File: src/rtl/jmsp_pkg.sv
// Package for the JPEG marker segment parser: parse phases, event codes, markers.
// No dependencies.
`default_nettype none
package jmsp_pkg;

    typedef enum logic [4:0] {
        PH_SOI_FF, PH_SOI_D8, PH_MARK_FF, PH_MARK, PH_LEN_HI, PH_LEN_LO,
        PH_APP, PH_COM, PH_DQT_HDR, PH_DQT_ENT, PH_DHT_HDR, PH_DHT_ENT,
        PH_SOF_P, PH_SOF_HH, PH_SOF_HL, PH_SOF_WH, PH_SOF_WL, PH_SOF_N,
        PH_SOF_CID, PH_SOF_SMP, PH_SOF_TQ, PH_SOS_N, PH_SOS_CID, PH_SOS_SEL,
        PH_SOS_SS, PH_SOS_SE, PH_SOS_AA, PH_SCAN, PH_DONE
    } t_phase;

    typedef enum logic [4:0] {
        EV_START = 5'd0, EV_LENGTH = 5'd1, EV_APP_ID = 5'd2, EV_JFIF_MAJ = 5'd3,
        EV_JFIF_MIN = 5'd4, EV_COMMENT = 5'd5, EV_DQT_HDR = 5'd6, EV_DQT_ENT = 5'd7,
        EV_SOF_P = 5'd8, EV_SOF_H = 5'd9, EV_SOF_W = 5'd10, EV_SOF_N = 5'd11,
        EV_SOF_CID = 5'd12, EV_SOF_SMP = 5'd13, EV_SOF_TQ = 5'd14,
        EV_DHT_HDR = 5'd15, EV_DHT_ENT = 5'd16, EV_SOS_N = 5'd17,
        EV_SOS_CID = 5'd18, EV_SOS_SEL = 5'd19, EV_SOS_SS = 5'd20,
        EV_SOS_SE = 5'd21, EV_SOS_AA = 5'd22, EV_DATA = 5'd23, EV_END = 5'd24,
        EV_ERR_START = 5'd25, EV_ERR_MARKER = 5'd26, EV_ERR_DQT = 5'd27,
        EV_ERR_DHT = 5'd28, EV_ERR_SOS = 5'd29
    } t_event;

    localparam logic [7:0] MK_FF   = 8'hFF;
    localparam logic [7:0] MK_SOI  = 8'hD8;
    localparam logic [7:0] MK_EOI  = 8'hD9;
    localparam logic [7:0] MK_APP0 = 8'hE0;
    localparam logic [7:0] MK_COM  = 8'hFE;
    localparam logic [7:0] MK_DQT  = 8'hDB;
    localparam logic [7:0] MK_SOF0 = 8'hC0;
    localparam logic [7:0] MK_DHT  = 8'hC4;
    localparam logic [7:0] MK_SOS  = 8'hDA;

    typedef struct packed {
        logic [4:0]  kind;
        logic [7:0]  marker;
        logic [15:0] pos;
        logic [15:0] value;
        logic [3:0]  hi;
        logic [3:0]  lo;
    } t_result;

endpackage
`default_nettype wire

File: src/rtl/jmsp_step.sv
// Parse state and one-byte step logic; gives at most one result per byte.
// Depends on jmsp_pkg.
`default_nettype none
module jmsp_step
    import jmsp_pkg::*;
(
    input  wire logic       i_clk,
    input  wire logic       i_rst_n,
    input  wire logic       i_take,
    input  wire logic [7:0] i_byte,
    output logic            o_emit,
    output t_result         o_res
);

    t_phase      r_phase, n_phase;
    logic [7:0]  r_marker, n_marker;
    logic [15:0] r_len, n_len;
    logic [15:0] r_cnt, n_cnt;
    logic [6:0]  r_ent, n_ent;
    logic [7:0]  r_ncomp, n_ncomp;
    logic [7:0]  r_comp, n_comp;
    logic [7:0]  r_hold, n_hold;
    logic        r_wide, n_wide;
    logic        r_ffp, n_ffp;
    logic        r_halt, n_halt;

    logic [3:0]  w_hi, w_lo;
    logic [15:0] w_off, w_cnt1, w_spos;
    logic        w_end;

    assign w_hi   = i_byte[7:4];
    assign w_lo   = i_byte[3:0];
    assign w_off  = r_cnt - 16'd2;
    assign w_cnt1 = r_cnt + 16'd1;
    assign w_end  = (w_cnt1 >= r_len);
    assign w_spos = {7'd0, r_ncomp, 1'b0};

    always_comb begin
        n_phase = r_phase; n_marker = r_marker; n_len = r_len; n_cnt = r_cnt;
        n_ent = r_ent; n_ncomp = r_ncomp; n_comp = r_comp; n_hold = r_hold;
        n_wide = r_wide; n_ffp = r_ffp; n_halt = r_halt;
        o_emit = 1'b0;
        o_res  = '{kind: EV_START, marker: r_marker, pos: 16'd0,
                   value: {8'd0, i_byte}, hi: 4'd0, lo: 4'd0};
        if (i_take && !r_halt && r_phase != PH_DONE) begin
            case (r_phase)
                PH_SOI_FF: begin
                    if (i_byte != MK_FF) begin
                        o_emit = 1'b1; o_res.kind = EV_ERR_START; n_halt = 1'b1;
                    end else n_phase = PH_SOI_D8;
                end
                PH_SOI_D8: begin
                    o_emit = 1'b1;
                    if (i_byte != MK_SOI) begin
                        o_res.kind = EV_ERR_START; n_halt = 1'b1;
                    end else begin
                        n_marker = MK_SOI; o_res.marker = MK_SOI; n_phase = PH_MARK_FF;
                    end
                end
                PH_MARK_FF: begin
                    if (i_byte != MK_FF) begin
                        o_emit = 1'b1; o_res.kind = EV_ERR_MARKER; n_halt = 1'b1;
                    end else n_phase = PH_MARK;
                end
                PH_MARK: begin
                    if (i_byte != MK_FF) begin
                        n_marker = i_byte; o_res.marker = i_byte;
                        if (i_byte == MK_EOI) begin
                            o_emit = 1'b1; o_res.kind = EV_END; n_phase = PH_DONE;
                        end else if (i_byte == MK_APP0 || i_byte == MK_COM ||
                                     i_byte == MK_DQT || i_byte == MK_SOF0 ||
                                     i_byte == MK_DHT || i_byte == MK_SOS) begin
                            n_phase = PH_LEN_HI;
                        end else begin
                            o_emit = 1'b1; o_res.kind = EV_ERR_MARKER; n_halt = 1'b1;
                        end
                    end
                end
                PH_LEN_HI: begin
                    n_hold = i_byte; n_phase = PH_LEN_LO;
                end
                PH_LEN_LO: begin
                    n_len = {r_hold, i_byte}; n_cnt = 16'd2;
                    o_emit = 1'b1; o_res.kind = EV_LENGTH; o_res.value = {r_hold, i_byte};
                    case (r_marker)
                        MK_APP0: n_phase = PH_APP;
                        MK_COM:  n_phase = PH_COM;
                        MK_DQT:  n_phase = PH_DQT_HDR;
                        MK_DHT:  n_phase = PH_DHT_HDR;
                        MK_SOF0: n_phase = PH_SOF_P;
                        default: n_phase = PH_SOS_N;
                    endcase
                    if (r_marker != MK_SOF0 && r_marker != MK_SOS &&
                        {r_hold, i_byte} <= 16'd2)
                        n_phase = PH_MARK_FF;
                end
                PH_APP: begin
                    o_res.pos = w_off;
                    if (w_off < 16'd5) begin
                        o_emit = 1'b1; o_res.kind = EV_APP_ID;
                    end else if (w_off == 16'd5) begin
                        o_emit = 1'b1; o_res.kind = EV_JFIF_MAJ;
                    end else if (w_off == 16'd6) begin
                        o_emit = 1'b1; o_res.kind = EV_JFIF_MIN;
                    end
                    n_cnt = w_cnt1; if (w_end) n_phase = PH_MARK_FF;
                end
                PH_COM: begin
                    o_emit = 1'b1; o_res.kind = EV_COMMENT; o_res.pos = w_off;
                    n_cnt = w_cnt1; if (w_end) n_phase = PH_MARK_FF;
                end
                PH_DQT_HDR: begin
                    o_emit = 1'b1; o_res.hi = w_hi; o_res.lo = w_lo;
                    if (w_hi > 4'd1) begin
                        o_res.kind = EV_ERR_DQT; n_halt = 1'b1;
                    end else begin
                        o_res.kind = EV_DQT_HDR; o_res.pos = w_off;
                        n_wide = w_hi[0]; n_ent = 7'd0; n_ffp = 1'b0;
                        n_cnt = w_cnt1;
                        n_phase = w_end ? PH_MARK_FF : PH_DQT_ENT;
                    end
                end
                PH_DQT_ENT: begin
                    n_cnt = w_cnt1;
                    if (r_wide && !r_ffp) begin
                        n_hold = i_byte; n_ffp = 1'b1;
                        if (w_end) n_phase = PH_MARK_FF;
                    end else begin
                        n_ffp = 1'b0; o_emit = 1'b1; o_res.kind = EV_DQT_ENT;
                        o_res.pos = {9'd0, r_ent};
                        o_res.value = r_wide ? {r_hold, i_byte} : {8'd0, i_byte};
                        n_ent = r_ent + 7'd1;
                        if (w_end) n_phase = PH_MARK_FF;
                        else if (r_ent == 7'd63) n_phase = PH_DQT_HDR;
                    end
                end
                PH_DHT_HDR: begin
                    o_emit = 1'b1; o_res.hi = w_hi; o_res.lo = w_lo;
                    if (w_hi > 4'd1) begin
                        o_res.kind = EV_ERR_DHT; n_halt = 1'b1;
                    end else begin
                        o_res.kind = EV_DHT_HDR; o_res.pos = w_off; n_cnt = w_cnt1;
                        n_phase = w_end ? PH_MARK_FF : PH_DHT_ENT;
                    end
                end
                PH_DHT_ENT: begin
                    o_emit = 1'b1; o_res.kind = EV_DHT_ENT; o_res.pos = r_cnt - 16'd3;
                    n_cnt = w_cnt1; if (w_end) n_phase = PH_MARK_FF;
                end
                PH_SOF_P: begin
                    o_emit = 1'b1; o_res.kind = EV_SOF_P; n_phase = PH_SOF_HH;
                end
                PH_SOF_HH: begin
                    n_hold = i_byte; n_phase = PH_SOF_HL;
                end
                PH_SOF_WH: begin
                    n_hold = i_byte; n_phase = PH_SOF_WL;
                end
                PH_SOF_HL: begin
                    o_emit = 1'b1; o_res.kind = EV_SOF_H; o_res.pos = 16'd1;
                    o_res.value = {r_hold, i_byte}; n_phase = PH_SOF_WH;
                end
                PH_SOF_WL: begin
                    o_emit = 1'b1; o_res.kind = EV_SOF_W; o_res.pos = 16'd3;
                    o_res.value = {r_hold, i_byte}; n_phase = PH_SOF_N;
                end
                PH_SOF_N: begin
                    o_emit = 1'b1; o_res.kind = EV_SOF_N; o_res.pos = 16'd5;
                    n_ncomp = i_byte; n_comp = 8'd0;
                    n_phase = (i_byte != 8'd0) ? PH_SOF_CID : PH_MARK_FF;
                end
                PH_SOF_CID: begin
                    o_emit = 1'b1; o_res.kind = EV_SOF_CID; o_res.pos = {8'd0, r_comp};
                    n_phase = PH_SOF_SMP;
                end
                PH_SOF_SMP: begin
                    o_emit = 1'b1; o_res.kind = EV_SOF_SMP; o_res.pos = {8'd0, r_comp};
                    o_res.hi = w_hi; o_res.lo = w_lo; n_phase = PH_SOF_TQ;
                end
                PH_SOF_TQ: begin
                    o_emit = 1'b1; o_res.kind = EV_SOF_TQ; o_res.pos = {8'd0, r_comp};
                    n_comp = r_comp + 8'd1;
                    n_phase = ({1'b0, r_comp} + 9'd1 >= {1'b0, r_ncomp}) ?
                              PH_MARK_FF : PH_SOF_CID;
                end
                PH_SOS_N: begin
                    o_emit = 1'b1;
                    if ({7'd0, i_byte, 1'b0} + 16'd6 != r_len) begin
                        o_res.kind = EV_ERR_SOS; n_halt = 1'b1;
                    end else begin
                        o_res.kind = EV_SOS_N; n_ncomp = i_byte; n_comp = 8'd0;
                        n_phase = (i_byte != 8'd0) ? PH_SOS_CID : PH_SOS_SS;
                    end
                end
                PH_SOS_CID: begin
                    o_emit = 1'b1; o_res.kind = EV_SOS_CID; o_res.pos = {8'd0, r_comp};
                    n_phase = PH_SOS_SEL;
                end
                PH_SOS_SEL: begin
                    o_emit = 1'b1; o_res.kind = EV_SOS_SEL; o_res.pos = {8'd0, r_comp};
                    o_res.hi = w_hi; o_res.lo = w_lo; n_comp = r_comp + 8'd1;
                    n_phase = ({1'b0, r_comp} + 9'd1 >= {1'b0, r_ncomp}) ?
                              PH_SOS_SS : PH_SOS_CID;
                end
                PH_SOS_SS: begin
                    o_emit = 1'b1; o_res.kind = EV_SOS_SS; o_res.pos = w_spos + 16'd1;
                    n_phase = PH_SOS_SE;
                end
                PH_SOS_SE: begin
                    o_emit = 1'b1; o_res.kind = EV_SOS_SE; o_res.pos = w_spos + 16'd2;
                    n_phase = PH_SOS_AA;
                end
                PH_SOS_AA: begin
                    o_emit = 1'b1; o_res.kind = EV_SOS_AA; o_res.pos = w_spos + 16'd3;
                    o_res.hi = w_hi; o_res.lo = w_lo;
                    n_phase = PH_SCAN; n_cnt = 16'd0; n_ffp = 1'b0;
                end
                PH_SCAN: begin
                    o_res.pos = r_cnt;
                    if (r_ffp) begin
                        n_ffp = 1'b0; o_emit = 1'b1;
                        if (i_byte == MK_EOI) begin
                            n_marker = MK_EOI; o_res.marker = MK_EOI;
                            o_res.kind = EV_END; o_res.pos = 16'd0; n_phase = PH_DONE;
                        end else begin
                            o_res.kind = EV_DATA; o_res.value = {8'd0, MK_FF};
                            n_cnt = w_cnt1;
                        end
                    end else if (i_byte == MK_FF) begin
                        n_ffp = 1'b1;
                    end else begin
                        o_emit = 1'b1; o_res.kind = EV_DATA; n_cnt = w_cnt1;
                    end
                end
                default: ;
            endcase
        end
    end

    always_ff @(posedge i_clk) begin
        if (!i_rst_n) begin
            r_phase <= PH_SOI_FF; r_marker <= 8'd0; r_len <= 16'd0; r_cnt <= 16'd0;
            r_ent <= 7'd0; r_ncomp <= 8'd0; r_comp <= 8'd0; r_hold <= 8'd0;
            r_wide <= 1'b0; r_ffp <= 1'b0; r_halt <= 1'b0;
        end else begin
            r_phase <= n_phase; r_marker <= n_marker; r_len <= n_len; r_cnt <= n_cnt;
            r_ent <= n_ent; r_ncomp <= n_ncomp; r_comp <= n_comp; r_hold <= n_hold;
            r_wide <= n_wide; r_ffp <= n_ffp; r_halt <= n_halt;
        end
    end

endmodule
`default_nettype wire

File: src/rtl/jpeg_marker_segment_parser_core.sv
// Top level of the JPEG marker segment parser: input register, step logic, output skid.
// Depends on jmsp_pkg and jmsp_step.
`default_nettype none
// Takes one file byte per cycle while o_stall is low and gives at most one event
// per byte. A byte is registered on entry, stepped through the parse logic in the
// next cycle, and its event lands in a two-entry output buffer; the sustained rate
// is one byte per cycle while the output side keeps up. Bytes that produce no event
// (fill FFs, length high bytes, skipped APP0 tail) vanish.
// After an error event or the end-of-image event nothing more comes out until reset.
module jpeg_marker_segment_parser_core
    import jmsp_pkg::*;
(
    input  wire logic        i_clk,
    input  wire logic        i_rst_n,
    input  wire logic        i_valid,
    output logic             o_stall,
    input  wire logic [7:0]  i_data_byte,
    output logic             o_valid,
    input  wire logic        i_stall,
    output logic [4:0]       o_event_kind,
    output logic [7:0]       o_marker_code,
    output logic [15:0]      o_position,
    output logic [15:0]      o_field_value,
    output logic [3:0]       o_high_nibble,
    output logic [3:0]       o_low_nibble
);

    logic       r_in_vld;
    logic [7:0] r_in_byte;
    logic       w_emit;
    t_result    w_res;
    t_result    r_q0, r_q1;
    logic       r_v0, r_v1;
    logic       w_pop;

    // stall when the buffer could not absorb the byte in flight plus a new one;
    // a head transaction leaving this cycle frees the room
    assign o_stall = r_v1 || (r_v0 && r_in_vld && i_stall);
    assign w_pop   = r_v0 && !i_stall;

    always_ff @(posedge i_clk) begin
        if (!i_rst_n) r_in_vld <= 1'b0;
        else          r_in_vld <= i_valid && !o_stall;
        if (i_valid && !o_stall) r_in_byte <= i_data_byte;
    end

    jmsp_step u_step (
        .i_clk  (i_clk),
        .i_rst_n(i_rst_n),
        .i_take (r_in_vld),
        .i_byte (r_in_byte),
        .o_emit (w_emit),
        .o_res  (w_res)
    );

    logic w_push;
    assign w_push = r_in_vld && w_emit;

    always_ff @(posedge i_clk) begin
        if (!i_rst_n) begin
            r_v0 <= 1'b0; r_v1 <= 1'b0;
        end else begin
            case ({w_push, w_pop})
                2'b10: begin
                    if (!r_v0) r_v0 <= 1'b1; else r_v1 <= 1'b1;
                end
                2'b01: begin
                    r_v0 <= r_v1; r_v1 <= 1'b0;
                end
                default: ;
            endcase
        end
        case ({w_push, w_pop})
            2'b10:   if (!r_v0) r_q0 <= w_res; else r_q1 <= w_res;
            2'b01:   r_q0 <= r_q1;
            2'b11:   if (r_v1) begin r_q0 <= r_q1; r_q1 <= w_res; end
                     else r_q0 <= w_res;
            default: ;
        endcase
    end

    assign o_valid       = r_v0;
    assign o_event_kind  = r_q0.kind;
    assign o_marker_code = r_q0.marker;
    assign o_position    = r_q0.pos;
    assign o_field_value = r_q0.value;
    assign o_high_nibble = r_q0.hi;
    assign o_low_nibble  = r_q0.lo;

endmodule
`default_nettype wire
File: config.mk
export PLATFORM = sky130hd
export DESIGN_NAME = jpeg_marker_segment_parser_core
export DESIGN_NICKNAME = d
export VERILOG_FILES = /design/src/rtl/jmsp_pkg.sv /design/src/rtl/jmsp_step.sv /design/src/rtl/jpeg_marker_segment_parser_core.sv
export SDC_FILE = /design/constraint.sdc
export NUM_CORES = 1
export LEC_CHECK = 0
export ABC_CLOCK_PERIOD_IN_PS = 8600
export BUFFER_PORTS_ARGS = -buffer_cell sky130_fd_sc_hd__buf_2
export CORE_MARGIN = 3
export CORE_UTILIZATION = 30
export DETAILED_ROUTE_END_ITERATION = 10
export GPL_ROUTABILITY_DRIVEN = 0
export SYNTH_ARGS = -nofsm -noshare
export SYNTH_HDL_FRONTEND = slang
export SYNTH_HIERARCHICAL = 1
export SYNTH_SLANG_ARGS = --single-unit
File: constraint.sdc
create_clock -name i_clk -period 8.6 [get_ports i_clk]
set_input_delay 1.29 -clock i_clk [delete_from_list [all_inputs] [get_ports i_clk]]
set_output_delay 1.29 -clock i_clk [all_outputs]
set_load 0.01 [all_outputs]
-- After elaboration in Yosys (flattened, before gate mapping)
Cells that the tools add are included.
- word-level logic and storage cells: 284
- bits of input ports: 12
- output and inout port bits: 55
- bits in registers: 196
- multiplexer cells: 105
- bitwise operators: 1
- order comparisons: 5
- add/subtract/negate cells: 10
- equal/unequal tests: 77
- reductions and logical operators: 59
- operators with widths (operator ; count):
    $mux W53 ; 5
    $pmux W16 S12 ; 1
    $pmux W53 S3 ; 1
    $mux W5 ; 29
    $pmux W5 S26 ; 1
    $pmux W5 S25 ; 1
    $pmux W53 S2 ; 1
    $eq A8 B8 Y1 const B ; 13
    $mux W16 ; 6
    $pmux W16 S5 ; 1
    $mux W8 ; 9
    $pmux W8 S3 ; 3
    $eq A5 B5 Y1 const B ; 12
    $pmux W16 S3 ; 1
    $eq A5 B4 Y1 const B ; 8
    $mux W40 ; 1
    $eq A16 B3 Y1 const B ; 2
    $ne A8 B8 Y1 const B ; 4
    $pmux W8 S2 ; 2
    $sub A16 B2 Y16 const B ; 2
    $ne A2 B2 Y1 const B ; 13
    $reduce_bool A26 Y1 ; 1
    $pmux W5 S5 ; 1
    $mux W24 ; 1
    other kinds (57) ; 138

-- Logic depth before layout (Yosys ltp)
- word-level depth: 15
- gate-level depth with buffers: 19

-- Modules after synthesis
The synthesis kept the hierarchy.
- modules (own cells, without submodules) (module ; cells an instance ; area each (um^2) ; seq. area each (um^2) ; instances):
    jmsp_step ; 1071 ; 7474.7 ; 1581.5 ; 1
    jpeg_marker_segment_parser_core ; 207 ; 4215.3 ; 3483.3 ; 1

-- Worst setup path after synthesis
No wires, ideal clock.
- kind: reg-to-reg
- start: register r_in_byte[0]
- end: register r_q1[0] (netlist name), enable pin
- data arrival time: 6122 ps
- setup slack: 1949 ps
- required time: 8071 ps
- cell stages (with the launch flop): 17
- period minus slack after synthesis: 6651 ps
- cell sequence: edfxtp_1 buf_2 inv_1 ha_1 buf_2 a21boi_0 and3b_1 a21oi_1 o21ai_0 a21oi_1 nor2_1 a31oi_1 nand2_1 inv_1 ha_1 nor2b_1 nor3_1
- cells in the longest elaborated chain, start to end: 15
- RTL lines (item ; RTL line ; text):
    from (decl) ; jpeg_marker_segment_parser_core.sv:29 ; logic [7:0] r_in_byte;
    from (signal assigned) ; jpeg_marker_segment_parser_core.sv:44 ; if (i_valid && !o_stall) r_in_byte <= i_data_byte;
    $eq A8 B8 Y1 ; jmsp_step.sv:70 ; end else if (i_byte == MK_APP0 || i_byte == MK_COM ||
    $logic_or A1 B1 Y1 (2 in a row) ; jmsp_step.sv:70 ;
    $logic_or A1 B1 Y1 (2 in a row) ; jmsp_step.sv:71 ; i_byte == MK_DQT || i_byte == MK_SOF0 ||
    $logic_or A1 B1 Y1 ; jmsp_step.sv:72 ; i_byte == MK_DHT || i_byte == MK_SOS) begin
    $mux W1 ; jmsp_step.sv:70 ;
    $mux W1 ; jmsp_step.sv:68 ; if (i_byte == MK_EOI) begin
    $mux W1 ; jmsp_step.sv:66 ; if (i_byte != MK_FF) begin
    $pmux W1 S6 * ; jmsp_step.sv:46 ; case (r_phase)
    $mux W1 * ; jmsp_step.sv:45 ; if (i_take && !r_halt && r_phase != PH_DONE) begin
    named net w_emit ; jpeg_marker_segment_parser_core.sv:30 ; logic w_emit;
    $logic_and A1 B1 Y1 * ; jpeg_marker_segment_parser_core.sv:57 ; assign w_push = r_in_vld && w_emit;
    $eq A2 B2 Y1 ; jpeg_marker_segment_parser_core.sv:73 ; case ({w_push, w_pop})
    $ne A2 B2 Y1 (no source line) or $reduce_bool A2 Y1 (tied branches) ; - ;
    $reduce_and A3 Y1 (no source line) * ; - ;
    to (signal assigned) ; jpeg_marker_segment_parser_core.sv:74 ; 2'b10: if (!r_v0) r_q0 <= w_res; else r_q1 <= w_res;
    to (signal assigned) ; jpeg_marker_segment_parser_core.sv:76 ; 2'b11: if (r_v1) begin r_q0 <= r_q1; r_q1 <= w_res; end
    to (decl) ; jpeg_marker_segment_parser_core.sv:32 ; t_result r_q0, r_q1;
The timed path passes the listed nets; every way through them passes the cells marked *.
A chain may end at the register's enable or synchronous reset.

-- Final worst setup path
- start: register u_step.r_phase[1]
- end: register r_q0 (netlist bit o_event_kind[1]), data pin
- cells in the longest elaborated chain, start to end: 7
- RTL lines (item ; RTL line ; text):
    from (decl) ; jmsp_step.sv:15 ; t_phase r_phase, n_phase;
    from (signal assigned) ; jmsp_step.sv:246 ; r_phase <= n_phase; r_marker <= n_marker; r_len <= n_len; r_cnt <= n_cnt;
    $eq A5 B1 Y1 (tied with other cells) ; jmsp_step.sv:46 ;
    $reduce_or A19 Y1 (no source line) or $reduce_or A2 Y1 (tied branches) ; - ;
    $pmux W1 S6 ; jmsp_step.sv:46 ;
    $mux W1 * ; jmsp_step.sv:45 ;
    named net w_emit ; jpeg_marker_segment_parser_core.sv:30 ;
    $logic_and A1 B1 Y1 * ; jpeg_marker_segment_parser_core.sv:57 ;
    $eq A2 B2 Y1 or $eq A2 B1 Y1 (tied branches) ; jpeg_marker_segment_parser_core.sv:73 ;
    $pmux W53 S3 * ; jpeg_marker_segment_parser_core.sv:73 ;
    to (signal assigned) ; jpeg_marker_segment_parser_core.sv:74 ;
    to (signal assigned) ; jpeg_marker_segment_parser_core.sv:75 ; 2'b01: r_q0 <= r_q1;
    to (signal assigned) ; jpeg_marker_segment_parser_core.sv:76 ;
    to (decl) ; jpeg_marker_segment_parser_core.sv:32 ;
The timed path passes the listed nets; every way through them passes the cells marked *. The select of a mux whose other input is x is not followed.

==> results by group <==
Clock tree
  – Deepest clock path buffer count: 2
  – # Post-CTS Setup Buffers: 0
  – CTS tree: done
  – Skew-Pair Late Insertion Delay: 450 ps
  – Clock Pin Slew Worst Setup and Hold Paths: 80 ps
  – Quantity of hold-fixing buffers added after cts: 0
  – CTS Sinks: 196
  – CTS Root Cell: clkbuf_16
  – H-tree levels: 4
  – Total CTS buffers: 17
  – Post-CTS resize count: 0

Timing
  – Setup-failing EPs final: 0
  – Tightest Pin Transition: 1230 ps
  – RSZ-0062 raised after global routing: no
  – Final Cycle Share: 0.554
  – Skew final: 17.3 ps
  – Setup TNS: 0 ps
  – Final min period: 4770 ps
  – Normalized max-slew margin: 0.173
  – Hold Fails Final Rpt: 0
  – F_max: 210 MHz
  – Max-slew violation count: 0

Worst hold path
  – Worst Hold Depth: 1
  – Hold endpoint: u_step/r_halt$_SDFFE_PN0P_
  – Worst min path class: reg -> reg
  – Hold_sp: u_step/r_halt$_SDFFE_PN0P_

Setup path
  – CP Max Fanout: 53
  – CP Cell Sequence: buf_4 -> inv_1 -> nor2_1 -> nand3_1 -> nor4_1 -> nand3_1 -> nor3_1 -> o21ai_0 -> a31oi_1 -> nand2_1 -> inv_1 -> ha_1 -> nor2b_1 -> nand2b_2 -> a22o_1
  – Crit Path Class: reg -> reg
  – Reg-to-Reg End: o_event_kind[1]$_DFFE_PP_
  – Worst setup SP type: register
  – WP data arrival: 5070 ps
  – Crit. End Element: register
  – Cells on worst reg2reg path: 15
  – Crit path launch: u_step/r_phase[1]$_SDFFE_PN0P_
  – Worst endpoint required time: 8910 ps
  – R2r startpoint: u_step/r_phase[1]$_SDFFE_PN0P_
  – CP top delay family: simple AND/OR/NAND/NOR gates
  – CP Buf/Inv Count: 3
  – R2R setup slack: 3830 ps
  – Slowest Stage Delay on Critical Path: 860 ps
  – Max stage delay cell, worst path: nand2b_2

Pwr
  – Leakage: 4.60 nW
  – VDD IR-drop max: 0.000112 V
  – Pwr Total: 0.00195 W
  – PwrDens: 151 nW/um^2

Detailed routing
  – Initial DRC Count: 973
  – WL final: 34,300 um
  – Vias per cell: 5.50
  – Detailed-route via count: 9,920
  – WL/cell: 19.0 um
  – TritonRoute pass-1 iters: 5
  – Antenna viol nets, final: 0
  – Number of remaining DRC errors: 0

GRT
  – GRT overflow: 0
  – Pin count of the biggest net entering global routing: 86
  – Vias in the first global route: 9,311
  – M3 GR Usage: 0.0273
  – Global-route wire length before repair: 53,500 um
  – GRT met2 Usage: 0.256
  – GRT Util Overall: 0.163
  – Initial antenna violation count: 0
  – Met1 Use GR: 0.219
  – GRT Max-Usage Layer: met2

Finish
  – Proportion of layout cells with a drive suffix above 1: 0.112
  – Finished Layout Cells: 1,805
  – Highest-count cells in the layout ignoring fill and taps: 124 x nand2_1, 114 x edfxtp_1, 100 x nor2_1
  – Post-layout util: 0.340
  – Area Growth Syn to Fin: 10.5%
  – Final instance area: 12,900 um^2
  – Fin nets: 1,333
  – Commonest non-fill, non-tap cell in the layout: nand2_1
  – Antenna cells: 0
  – # fillers: 3,967

Floorplanning
  – Die Y: 203 um
  – Chip Width: 203 um
  – Total Die Area: 41,400 um^2
  – Core Region: 38,000 um^2
  – Ports: 67
  – Num rows: 71
  – Starting Density: 0.307

Synthesis
  – Most common flop cell mapped by yosys: edfxtp_1
  – Synth async-reset ratio: 0
  – Post-synth EDFFs: 114
  – Post-synthesis sequential area ratio: 0.433
  – Synth cell types: 86
  – Seq cells post-synth: 196
  – Syn_area_per_cell: 9.15 um^2
  – Syn_nets: 1,330
  – Warnings from Yosys: 6
  – Mapped Area: 11,700 um^2
  – Mapped Cells: 1,278

Place
  – Post-DP HPWL: 24,200 um
  – Port Buffers: 66
  – DP Cell Count: 1,773
  – DP Area: 12,300 um^2

Run status
  – Outcome: finished, final reports clean

Job
  – Max-cap violations: 0
how the worst max path moves through the flow:
| stage | end | slack, ps | cells after the start |
|---|---|---|---|
| floorplan | r_q1[0]$_DFFE_PP_ | 1950 | 16 |
| global placement | o_position[10]$_DFFE_PP_ | 4000 | 15 |
| detailed placement | o_position[12]$_DFFE_PP_ | 3880 | 15 |
| CTS | o_event_kind[1]$_DFFE_PP_ | 3870 | 15 |
| global route | o_position[0]$_DFFE_PP_ | 3450 | 15 |
| finish | o_event_kind[1]$_DFFE_PP_ | 3830 | 15 |
cell type report:
type | count | area, um^2 | area share
clock buffer | 17 | 425 | 0.0329
clock inverter | 15 | 195 | 0.0151
inverter | 40 | 150 | 0.0116
multi-input combinational | 948 | 6020 | 0.466
sequential | 196 | 5060 | 0.392
tap | 511 | 639 | 0.0495
timing repair buffer | 78 | 420 | 0.0325
metrics by stage:
stage | hold slack, ps | worst slack, ps
final | 460 | 3830
after floorplan | 432 | 1950
after detailed placement | 444 | 3880
after CTS | 464 | 3870
after global placement | 441 | 4000
after global routing | 479 | 3450
per-layer routing:
layer  up-vias  share of wire
met1      4705           0.44
met3        84          0.067
met5         -              0
li1       4702              -
met2       429           0.45
met4         0          0.044
synthesized netlist by cell type (all sizes together) (7+ instances only):
cell type	n	share of area
a22o	55	0.041
nor3b	7	0.0049
xnor2	27	0.020
o31ai	8	0.0051
o21ai	79	0.034
o21a	12	0.0078
buf	43	0.024
a21boi	24	0.015
nand2b	12	0.0071
nand4	11	0.0059
nand3	54	0.024
o211ai	11	0.0071
a21o	9	0.0058
or2	9	0.0048
clkbuf	51	0.016
and3	18	0.0096
o22ai	9	0.0048
or3	15	0.0085
a22oi	14	0.0090
mux2i	9	0.0077
a221oi	10	0.0075
nand2	124	0.040
nor2b	33	0.018
dfxtp	82	0.14
xor2	25	0.019
a31oi	18	0.0096
and2	26	0.014
nor3	32	0.015
a211oi	8	0.0051
inv	40	0.013
nor2	107	0.036
ha	40	0.043
a21oi	73	0.034
nor4	11	0.0059
edfxtp	114	0.29
cells by family after synthesis:
| family | after synthesis | synth area share |
|---|---|---|
| mux | 10 | 0.00867 |
| xor+xnor | 52 | 0.0390 |
| compound gates | 368 | 0.217 |
| buf+inv | 134 | 0.0530 |
| flops | 196 | 0.433 |
| simple gates | 478 | 0.206 |
| fa+ha+maj | 40 | 0.0428 |
report_power, final:
part / switching [W] / internal (W)
logic: 0.0000566 / 0.0000312
clock network: 0.000430 / 0.000401
registers: 0.0000202 / 0.00101
total: 0.000507 / 0.00144
sequential cells by signal, indices dropped and copies added (netlist names):
signal and count:
r_q1 53, o_field_value 16, o_position 16, u_step/r_cnt 16
u_step/r_len 16, o_marker_code 8, r_in_byte 8, u_step/r_comp 8
u_step/r_hold 8, u_step/r_marker 8, u_step/r_ncomp 8, u_step/r_ent 7
o_event_kind 5, u_step/r_phase 5, o_high_nibble 4, o_low_nibble 4
o_valid 1, r_in_vld 1, r_v1 1, u_step/r_ffp 1
u_step/r_halt 1, u_step/r_wide 1
Power figures use the tool's default switching activity.
